<file path="src/rtl/core/rc4_frame_receiver_macros.svh">
// ----------------------------------------------------------------------------
// rc4_frame_receiver_macros.svh
// Assertion macros for the RC4 frame receiver.
// ----------------------------------------------------------------------------
`ifndef RC4_FRAME_RECEIVER_MACROS_SVH
`define RC4_FRAME_RECEIVER_MACROS_SVH
`ifndef SYNTHESIS
`define RFR_ASSERT_IMPL(label, clk, rst, ante, cons) \
  label: assert property (@(posedge clk) disable iff (rst) (ante) |-> (cons)) \
    else $error("assertion failed");
`define RFR_ASSERT_NEXT(label, clk, rst, ante, cons) \
  label: assert property (@(posedge clk) disable iff (rst) (ante) |=> (cons)) \
    else $error("assertion failed");
`else
`define RFR_ASSERT_IMPL(label, clk, rst, ante, cons)
`define RFR_ASSERT_NEXT(label, clk, rst, ante, cons)
`endif
`endif

</file>
<file path="src/rtl/core/rfr_pkg.sv">
// ----------------------------------------------------------------------------
// rfr_pkg
// Shared types and constants for the RC4 frame receiver.
// ----------------------------------------------------------------------------
package rfr_pkg;

  localparam int MAX_PACKET = 512;
  localparam int LEN_W      = 10;

  typedef logic [3:0] status_t;
  localparam status_t ST_OK    = 4'd0;
  localparam status_t ST_TAG   = 4'd1;
  localparam status_t ST_LEN   = 4'd2;
  localparam status_t ST_CHECK = 4'd3;
  localparam status_t ST_SUM   = 4'd4;
  localparam status_t ST_SHORT = 4'd5;
  localparam status_t ST_ETX   = 4'd6;
  localparam status_t ST_CRC   = 4'd7;
  localparam status_t ST_CMD   = 4'd8;
  localparam status_t ST_TRUNC = 4'd9;

  localparam logic [0:0] CFG_KEY_LOW  = 1'b0;
  localparam logic [0:0] CFG_KEY_HIGH = 1'b1;

  localparam logic [15:0] CRC_POLY = 16'h1021;
  localparam logic [15:0] CRC_INIT = 16'hffff;
  localparam logic [7:0]  ETX      = 8'h03;

  typedef struct packed {
    logic [7:0] rx_byte;
    logic       chunk_end;
  } in_item_t;

  typedef struct packed {
    logic [7:0]  out_byte;
    logic        is_last;
    logic [3:0]  status;
    logic [15:0] command;
    logic [7:0]  reply_code;
  } out_item_t;

  // Request to the keystream unit and its answer.
  typedef struct packed {
    logic sched;   // run key schedule
    logic gen;     // produce one keystream byte
  } ks_req_t;

  typedef struct packed {
    logic       done;
    logic [7:0] ks;
  } ks_rsp_t;

  function automatic logic [7:0] tag_byte(input logic [1:0] k);
    case (k)
      2'd0: tag_byte = 8'h53;
      2'd1: tag_byte = 8'h41;
      2'd2: tag_byte = 8'h50;
      default: tag_byte = 8'h49;
    endcase
  endfunction

  function automatic logic known_cmd(input logic [15:0] c);
    case (c)
      16'h0000, 16'h0201, 16'h0202, 16'h0210, 16'h0211, 16'h0220, 16'h0240,
      16'h0280, 16'h0281, 16'h0282, 16'h0290, 16'h0291, 16'h02a0, 16'h02f0,
      16'h0601, 16'h0602, 16'h0610, 16'h0611, 16'h0620, 16'h0690, 16'h0691,
      16'h0f01, 16'h0f10, 16'h0f20: known_cmd = 1'b1;
      default: known_cmd = 1'b0;
    endcase
  endfunction

  function automatic logic [15:0] crc_byte(input logic [15:0] c,
                                           input logic [7:0] b);
    logic [15:0] v;
    v = c ^ {b, 8'h00};
    for (int k = 0; k < 8; k++) begin
      v = v[15] ? ((v << 1) ^ CRC_POLY) : (v << 1);
    end
    crc_byte = v;
  endfunction

endpackage

</file>
<file path="src/rtl/core/rc4_frame_receiver.sv">
// ----------------------------------------------------------------------------
// rc4_frame_receiver
// Packet receiver: tag and length parse, RC4 payload decrypt, frame checks.
// ----------------------------------------------------------------------------
// Header bytes are taken as they arrive unless a result is held by out_stall. A
// payload byte goes from accept to the next accept through five S-box steps, a
// done step, retire and accept. A legal second length byte starts the key
// schedule, an S-box fill and a swap pass, during which no item is taken.
// Reset (synchronous, rst high) clears control state and loads the default
// key "0000000000000000"; the S-box is not cleared, it is scheduled first.
// ----------------------------------------------------------------------------
`include "rc4_frame_receiver_macros.svh"

module rc4_frame_receiver (
  input  logic                clk,
  input  logic                rst,
  input  logic                in_valid,
  output logic                in_stall,
  input  rfr_pkg::in_item_t   in_data,
  output logic                out_valid,
  input  logic                out_stall,
  output rfr_pkg::out_item_t  out_data,
  input  logic                cfg_we,
  input  logic [0:0]          cfg_index,
  input  logic [63:0]         cfg_data
);
  import rfr_pkg::*;

  typedef enum logic [2:0] {
    P_TAG, P_LEN, P_PAY, P_SKIP, P_SCHED, P_KS, P_OUT
  } phase_t;

  phase_t          phase;
  logic [63:0]     key_low, key_high;
  logic [127:0]    key_all;
  logic [LEN_W:0]  byte_count;
  logic [LEN_W:0]  payload_length;
  logic [7:0]      len_hi;
  logic [31:0]     byte_sum;
  logic [15:0]     crc_acc;
  logic [7:0]      tail0, tail1, tail2;
  logic [15:0]     first_inner;
  status_t         fault_code;
  in_item_t        cur;
  ks_req_t         ks_req;
  ks_rsp_t         ks_rsp;
  logic            accept;

  // Payload-byte working values.
  logic [7:0]      d;
  logic [LEN_W:0]  sum_at, mlen, m;
  logic [7:0]      sum_byte;
  logic [LEN_W:0]  cnt_next;
  logic [16:0]     len_full;
  logic [31:0]     sum_next;

  assign key_all = {key_high, key_low};

  rfr_keystream u_ks (
    .clk(clk), .rst(rst), .key(key_all),
    .req(ks_req), .rsp(ks_rsp)
  );

  // The result slot frees up in the cycle its item is taken.
  assign accept   = in_valid && !in_stall;
  assign in_stall = !((phase == P_TAG) || (phase == P_LEN) ||
                      (phase == P_PAY) || (phase == P_SKIP)) ||
                    (out_valid && out_stall);

  assign ks_req.sched = accept && (phase == P_LEN) && (byte_count != '0) &&
                        (len_full >= 17'd8) && (len_full <= 17'(MAX_PACKET));
  assign ks_req.gen   = accept && (phase == P_PAY);

  assign len_full = {1'b0, len_hi, in_data.rx_byte};
  assign d        = cur.rx_byte ^ ks_rsp.ks;
  assign sum_at   = payload_length - (LEN_W+1)'(4);
  assign mlen     = payload_length - (LEN_W+1)'(8);
  assign m        = byte_count - (LEN_W+1)'(4);
  assign cnt_next = byte_count + (LEN_W+1)'(1);
  assign sum_next = (byte_count < sum_at) ? byte_sum + 32'(d) : byte_sum;

  always_comb begin
    case (2'(byte_count - sum_at))
      2'd0:    sum_byte = byte_sum[31:24];
      2'd1:    sum_byte = byte_sum[23:16];
      2'd2:    sum_byte = byte_sum[15:8];
      default: sum_byte = byte_sum[7:0];
    endcase
  end

  always_ff @(posedge clk) begin
    if (rst) begin
      phase <= P_TAG;
      key_low <= 64'h3030303030303030; key_high <= 64'h3030303030303030;
      out_valid <= 1'b0;
      byte_count <= '0; payload_length <= '0; len_hi <= '0;
      byte_sum <= '0; crc_acc <= CRC_INIT; fault_code <= ST_OK;
      tail0 <= '0; tail1 <= '0; tail2 <= '0; first_inner <= '0;
    end else begin
      if (cfg_we) begin
        unique case (cfg_index)
          CFG_KEY_LOW:  key_low  <= cfg_data;
          CFG_KEY_HIGH: key_high <= cfg_data;
          default: ;
        endcase
      end
      if (out_valid && !out_stall) out_valid <= 1'b0;

      unique case (phase)
        P_SKIP: if (accept && in_data.chunk_end) phase <= P_TAG;
        P_TAG: if (accept) begin
          if (in_data.rx_byte != tag_byte(byte_count[1:0])) begin
            out_valid <= 1'b1;
            out_data  <= '{8'd0, 1'b1, ST_TAG, 16'd0, 8'd0};
            phase     <= in_data.chunk_end ? P_TAG : P_SKIP;
            byte_count <= '0;
          end else if (in_data.chunk_end) begin
            out_valid <= 1'b1;
            out_data  <= '{8'd0, 1'b1, ST_TRUNC, 16'd0, 8'd0};
            byte_count <= '0;
          end else if (byte_count == (LEN_W+1)'(3)) begin
            byte_count <= '0; phase <= P_LEN;
          end else begin
            byte_count <= cnt_next;
          end
        end
        P_LEN: if (accept) begin
          if (byte_count == '0) begin
            len_hi <= in_data.rx_byte;
            if (in_data.chunk_end) begin
              out_valid <= 1'b1;
              out_data  <= '{8'd0, 1'b1, ST_TRUNC, 16'd0, 8'd0};
              phase <= P_TAG;
            end else begin
              byte_count <= (LEN_W+1)'(1);
            end
          end else begin
            byte_count <= '0;
            if (!ks_req.sched) begin
              out_valid <= 1'b1;
              out_data  <= '{8'd0, 1'b1, ST_LEN, 16'd0, 8'd0};
              phase <= in_data.chunk_end ? P_TAG : P_SKIP;
            end else begin
              payload_length <= len_full[LEN_W:0];
              cur <= in_data;
              phase <= P_SCHED;
            end
          end
        end
        P_SCHED: if (ks_rsp.done) begin
          if (cur.chunk_end) begin
            out_valid <= 1'b1;
            out_data  <= '{8'd0, 1'b1, ST_TRUNC, 16'd0, 8'd0};
            phase <= P_TAG;
          end else begin
            phase <= P_PAY;
          end
        end
        P_PAY: if (accept) begin
          cur <= in_data; phase <= P_KS;
        end
        P_KS: if (ks_rsp.done) begin
          phase <= P_OUT;
        end
        P_OUT: begin
          // Retire one payload byte.
          logic       fault;
          logic       emit_data;
          status_t    fc;
          logic [7:0] t0, t1, t2;
          logic [15:0] fi, crc, given;
          fault = 1'b0; emit_data = 1'b0; fc = fault_code;
          t0 = tail0; t1 = tail1; t2 = tail2; fi = first_inner; crc = crc_acc;
          byte_sum <= sum_next;
          if (byte_count < (LEN_W+1)'(4)) begin
            fault = (d != key_all[{byte_count[3:0], 3'b000} +: 8]);
          end else if (byte_count < sum_at) begin
            if (m == '0) fi = {d, 8'd0};
            else if (m == (LEN_W+1)'(1)) fi = {fi[15:8], d};
            if (m + (LEN_W+1)'(3) < mlen) crc = crc_byte(crc, d);
            t2 = t1; t1 = t0; t0 = d;
            emit_data = 1'b1;
          end else if (d != sum_byte && fc == ST_OK) begin
            fc = ST_SUM;
          end
          tail0 <= t0; tail1 <= t1; tail2 <= t2; first_inner <= fi;
          crc_acc <= crc; fault_code <= fc; byte_count <= cnt_next;
          given = {t1, t2};
          out_valid <= 1'b0;
          if (fault || cnt_next >= payload_length || cur.chunk_end) begin
            out_valid <= 1'b1;
            byte_count <= '0; byte_sum <= '0; crc_acc <= CRC_INIT;
            tail0 <= '0; tail1 <= '0; tail2 <= '0; first_inner <= '0;
            fault_code <= ST_OK;
            phase <= cur.chunk_end ? P_TAG : P_SKIP;
            if (fault)
              out_data <= '{8'd0, 1'b1, ST_CHECK, 16'd0, 8'd0};
            else if (cnt_next < payload_length)
              out_data <= '{8'd0, 1'b1, ST_TRUNC, 16'd0, 8'd0};
            else if (fc != ST_OK)
              out_data <= '{8'd0, 1'b1, fc, 16'd0, 8'd0};
            else if (mlen < (LEN_W+1)'(9))
              out_data <= '{8'd0, 1'b1, ST_SHORT, 16'd0,
                            (mlen != '0) ? fi[15:8] : 8'd0};
            else if (t0 != ETX)
              out_data <= '{8'd0, 1'b1, ST_ETX, 16'd0, 8'd0};
            else if (given != crc)
              out_data <= '{8'd0, 1'b1, ST_CRC, 16'd0, 8'd0};
            else if (known_cmd(fi))
              out_data <= '{8'd0, 1'b1, ST_OK, fi, 8'd0};
            else
              out_data <= '{8'd0, 1'b1, ST_CMD, 16'd0, 8'd0};
          end else begin
            phase <= P_PAY;
            if (emit_data) begin
              out_valid <= 1'b1;
              out_data  <= '{d, 1'b0, ST_OK, 16'd0, 8'd0};
            end
          end
        end
        default: phase <= P_TAG;
      endcase
    end
  end

  // No item is taken while the key schedule or a keystream byte is running.
  `RFR_ASSERT_IMPL(a_no_accept_busy, clk, rst,
    (phase == P_SCHED || phase == P_KS || phase == P_OUT), !accept)
  // A data item never carries a nonzero status.
  `RFR_ASSERT_IMPL(a_data_status, clk, rst,
    (out_valid && !out_data.is_last), out_data.status == ST_OK)
  // An accepted payload byte is followed by the keystream wait phase.
  `RFR_ASSERT_NEXT(a_ks_follow, clk, rst, (accept && phase == P_PAY),
    phase == P_KS)
endmodule

</file>
<file path="src/rtl/core/rfr_ram.sv">
// ----------------------------------------------------------------------------
// rfr_ram
// Generic single-port-write, single-port-read RAM with registered read.
// ----------------------------------------------------------------------------
module rfr_ram #(
  parameter int WIDTH = 8,
  parameter int DEPTH = 256
) (
  input  logic                     clk,
  input  logic                     we,
  input  logic [$clog2(DEPTH)-1:0] waddr,
  input  logic [WIDTH-1:0]         wdata,
  input  logic [$clog2(DEPTH)-1:0] raddr,
  output logic [WIDTH-1:0]         rdata
);
  logic [WIDTH-1:0] mem [DEPTH];

  always_ff @(posedge clk) begin
    if (we) begin
      mem[waddr] <= wdata;
    end
    rdata <= mem[raddr];
  end
endmodule

</file>
<file path="src/rtl/core/rfr_keystream.sv">
// ----------------------------------------------------------------------------
// rfr_keystream
// RC4 S-box engine: key schedule and keystream bytes over one S-box RAM.
// ----------------------------------------------------------------------------
module rfr_keystream (
  input  logic                  clk,
  input  logic                  rst,
  input  logic [127:0]          key,
  input  rfr_pkg::ks_req_t      req,
  output rfr_pkg::ks_rsp_t      rsp
);
  import rfr_pkg::*;

  typedef enum logic [3:0] {
    S_IDLE, S_FILL, S_KA, S_KB, S_KC, S_KD,
    S_GA, S_GB, S_GC, S_GD, S_GE
  } state_t;

  state_t     state;
  logic [7:0] a;      // schedule index / idx_i
  logic [7:0] j;
  logic [7:0] si;     // S[i]
  logic [7:0] sj;     // S[j]
  logic       done;
  logic [7:0] ks;
  logic       fwd;    // output index hits the S[j] write of the same cycle

  logic       we;
  logic [7:0] waddr, wdata, raddr, rdata;
  logic [7:0] kb;
  logic [7:0] j_sum;

  rfr_ram #(.WIDTH(8), .DEPTH(256)) u_sbox (
    .clk(clk), .we(we), .waddr(waddr), .wdata(wdata),
    .raddr(raddr), .rdata(rdata)
  );

  assign kb    = key[{a[3:0], 3'b000} +: 8];
  assign j_sum = j + rdata + ((state == S_KB) ? kb : 8'd0);

  always_comb begin
    we = 1'b0; waddr = a; wdata = a; raddr = a;
    unique case (state)
      S_FILL: begin we = 1'b1; end
      S_KA:   begin raddr = a; end                  // read S[a]
      S_KB:   begin raddr = j_sum; end              // read S[j]
      S_KC:   begin we = 1'b1; waddr = a; wdata = rdata; end
      S_KD:   begin we = 1'b1; waddr = j; wdata = si; end
      S_GA:   begin raddr = a; end                  // read S[i]
      S_GB:   begin raddr = j_sum; end              // read S[j]
      S_GC:   begin we = 1'b1; waddr = a; wdata = rdata; end
      S_GD:   begin we = 1'b1; waddr = j; wdata = si;
                    raddr = si + sj; end
      S_GE:   begin end
      default: begin end
    endcase
  end

  always_ff @(posedge clk) begin
    if (rst) begin
      state <= S_IDLE;
      a <= '0; j <= '0; done <= 1'b0;
    end else begin
      done <= 1'b0;
      unique case (state)
        S_IDLE: begin
          if (req.sched) begin
            a <= '0; state <= S_FILL;
          end else if (req.gen) begin
            a <= a + 8'd1; state <= S_GA;
          end
        end
        S_FILL: begin
          a <= a + 8'd1;
          if (a == 8'hff) begin
            j <= '0; state <= S_KA;
          end
        end
        S_KA: state <= S_KB;
        S_KB: begin si <= rdata; j <= j_sum; state <= S_KC; end
        S_KC: begin sj <= rdata; state <= S_KD; end
        S_KD: begin
          a <= a + 8'd1;
          if (a == 8'hff) begin
            j <= '0; state <= S_IDLE; done <= 1'b1;
          end else begin
            state <= S_KA;
          end
        end
        S_GA: state <= S_GB;
        S_GB: begin si <= rdata; j <= j_sum; state <= S_GC; end
        S_GC: begin sj <= rdata; state <= S_GD; end
        S_GD: begin fwd <= (8'(si + sj) == j); state <= S_GE; end
        S_GE: begin ks <= fwd ? si : rdata; done <= 1'b1; state <= S_IDLE; end
        default: state <= S_IDLE;
      endcase
    end
  end

  assign rsp.done = done;
  assign rsp.ks   = ks;
endmodule

</file>
<file path="config.mk">
export PLATFORM = sky130hd
export DESIGN_NAME = rc4_frame_receiver
export DESIGN_NICKNAME = d
export VERILOG_FILES = /design/src/rtl/core/rfr_pkg.sv /design/src/rtl/core/rc4_frame_receiver.sv /design/src/rtl/core/rfr_ram.sv /design/src/rtl/core/rfr_keystream.sv
export VERILOG_INCLUDE_DIRS = /design/src /design/src/rtl/core
export SDC_FILE = /design/constraint.sdc
export NUM_CORES = 2
export LEC_CHECK = 0
export BUFFER_PORTS_ARGS = -buffer_cell sky130_fd_sc_hd__buf_2
export CAP_MARGIN = 15
export CORE_ASPECT_RATIO = 1.5
export CORE_MARGIN = 2
export CORE_UTILIZATION = 55
export DETAILED_ROUTE_END_ITERATION = 8
export PLACE_DENSITY_LB_ADDON = 0.12
export SLEW_MARGIN = 10
export SYNTH_ARGS = -nofsm -noshare
export SYNTH_HDL_FRONTEND = slang
export SYNTH_SLANG_ARGS = --single-unit
</file>
<file path="constraint.sdc">
create_clock -name clk -period 12.61 [get_ports clk]
set_clock_uncertainty 0.1 [all_clocks]
set_input_delay 3.1525 -clock clk [delete_from_list [all_inputs] [get_ports clk]]
set_output_delay 3.1525 -clock clk [all_outputs]
set_load 0.05 [all_outputs]
</file>
==> flow_summary.yaml <==
clock_network:
  clk_pin_slew_worst_paths_ps: 70
  clkLatencyLatePin_ps: 920
  root_buffer: "clkbuf_16"
  cts_sinks: 2402
  ctsResizeCount: 0
  htreeDepth: 4
  post_cts.repair.setup_buffers: 0
  cts_tree: "built"
  cts-buffers-inserted: 224
  cts_max_path_buffers: 4
  postCtsHoldBufs: 0
pwr:
  netSwitchingFraction_pct: 34.8
  p_clk_share_pct: 29.4
  power.switching_w: 0.00799
  p_per_area_nw_per_um2: 204
  p_int_w: 0.0150
  pwr-share-seq_pct: 43.0
  p_leak_nw: 38.4
  irDropWorstVdd_uv: 319
  combinationalPowerShare_pct: 27.7
detailed_routing:
  wl_per_cell_um: 31.1
  postRouteAntennaNets: 0
  drc: 0
  via_per_inst: 6.60
  wl_um: 339000
  drtPass1Iterations: 7
  dr.first_iter.drc_count: 9849
  num_vias: 71920
yosys:
  yosys.area.top_type: "edfxtp_1"
  synth_edf_count: 2119
  ys_types: 91
  syn-instance-count: 8370
  synth-main-ff-cell: "edfxtp_1"
  ys_ff_latch: 2402
  synth_top_area_share_pct: 62.1
  syn_avg_cell_area_um2: 12.2
  synth_area_um2: 102000
  async_flop_share_pct: 0
  yosysSeqAreaShare_pct: 67.7
  synth_fp_nets: 8526
  yosys_warnings: 0
  synth_area_leaders: "edfxtp_1 62%, nand2_1 7.2%, dfxtp_1 5.5%"
die:
  rows: 194
  top_level_ports: 118
  die_y_um: 533
  die_width_um: 356
  coreArea_um2: 186000
  start_util_pct: 55.2
  dieArea_um2: 190000
placement:
  port-buffer-count: 117
  gp_congestion: 1.01
  dpl.hpwl_um: 208000
  dpl.cell_count: 10491
cells_and_area:
  mostFrequentLayoutCell: "edfxtp_1"
  final_cell_mix: "2119 x edfxtp_1, 1953 x nand2_1, 480 x nand3_1"
  area_growth_pct: 10.1
  drive_gt1_share_pct: 9.17
  stdcell_count: 10896
  finish.net_count: 8423
timing:
  fmax_ghz: 0.124
  worst_pin_slew_ps: 1390
  period_share_pct: 64.0
  rsz0062_at_grt: "no"
  finalMaxSlewViolations: 0
  max-slew-margin-rel_pct: 7.15
  setup_viol: 0
  fin_tns_setup_ps: 0
  min_period_ps: 8070
  holdWs_ps: 365
  hold_viol_final: 0
critical_path:
  crit_arrival_ps: 8790
  cp-end-kind: "flop"
  worst_ep_required_time_ps: 13320
  critPathMaxFanout: 100
  start_kind: "flop"
  crit_type: "reg -> reg"
global_routing:
  grt_pass1_wl_um: 486000
  grt_max_degree: 216
  antenna_found_initial: 17
  grt_pass1_vias: 68388
  grt-ovfl-total: 0
  grt_usage_pct: 35.3
min_path:
  hp-class: "reg -> reg"
flow_run:
  maxCapViolations: 0
outcome:
  status: "finished clean"
==> critical path, cell delays in order (launching register included) <==
cell      delay [ps]
dfxtp_2          550
buf_4            550
mux4_2           610
mux4_2           550
nor3b_1          190
fa_1             580
ha_1             250
and3_1           190
or3_1            380
a32oi_1          350
and2_4           690
buf_12           550
nor2_2           300
buf_4            290
a32oi_1         1110
a22oi_1          180
a221oi_1         360
==> routing by layer <==
layer | global-route usage [%] | routed length (um) | vias to the layer above
met5 | 0 | 194 | -
met4 | 28.1 | 32400 | 18
met3 | 7.56 | 32900 | 1148
met2 | 55.3 | 158000 | 4156
met1 | 42.4 | 116000 | 35641
li1 | - | - | 30957
==> cells in the mapped netlist (106+ instances only) <==
library cell	count
a31oi_1	236
a211oi_1	268
nor2_1	418
dfxtp_1	283
and3_1	336
nand2_1	1966
a21oi_1	274
a311oi_1	157
nand3_1	482
xnor2_1	106
clkbuf_1	459
edfxtp_1	2119
buf_1	138
==> stage by stage <==
stage	power (W)	cell area (um2)	util [%]	worst slack, ps
after floorplan	0.0138	102000	-	2570
after global placement	0.0162	106000	56.9	4400
after detailed placement	0.0162	106000	56.9	4690
after CTS	0.0228	113000	60.7	4680
after global routing	0.0235	113000	60.7	4400
final	0.0230	113000	60.7	4540
==> final timing paths <==
check              startpoint                    to  slack [ps]  depth (start not counted)
hold / removal    key_low[35]           key_low[35]         370                          2
setup reg to reg    u_ks.a[0]  u_ks.u_sbox.rdata[6]        4540                         16
setup / recovery    u_ks.a[0]  u_ks.u_sbox.rdata[6]        4540                         16
hold reg to reg   key_low[35]           key_low[35]         370                          2
==> power by group through the flow <==
stage	sequential (W)	combinational (W)	clock, W
detailed placement	0.0100	0.00617	0
global route	0.00986	0.00660	0.00705
CTS	0.00985	0.00619	0.00677
global placement	0.0100	0.00614	0
floorplan	0.0104	0.00343	0
finish	0.00986	0.00636	0.00674
==> cell families (layout without fill, tap and decap cells) <==
family | after synthesis | count (layout) | synth area share, %
other cells | 0 | 9 | 0
compound gates | 1370 | 1370 | 9.28
fa+ha+maj | 77 | 77 | 1.01
xor+xnor | 165 | 165 | 1.54
simple gates | 3508 | 3508 | 15.1
flops | 2402 | 2402 | 67.7
mux | 172 | 172 | 2.95
buf+inv | 676 | 743 | 2.50
==> state kept, by name, summed over array words and instances (netlist names), 9 cells and up <==
signal	cells
cur	9
u_ks.u_sbox.mem	2048
first_inner	16
out_data	37
byte_count	11
payload_length	11
byte_sum	32
key_low	64
key_high	64
crc_acc	16
==> cell type report <==
class / count / area (um2)
clock inverter: 105 / 1040
timing repair buffer: 276 / 2070
tap: 2450 / 3070
clock buffer: 291 / 6040
inverter: 71 / 267
multi-input combinational: 5292 / 31000
sequential: 2402 / 69300
fill: 14515 / 72900
antenna: 9 / 22.5
(Power assumes the default switching activity.)
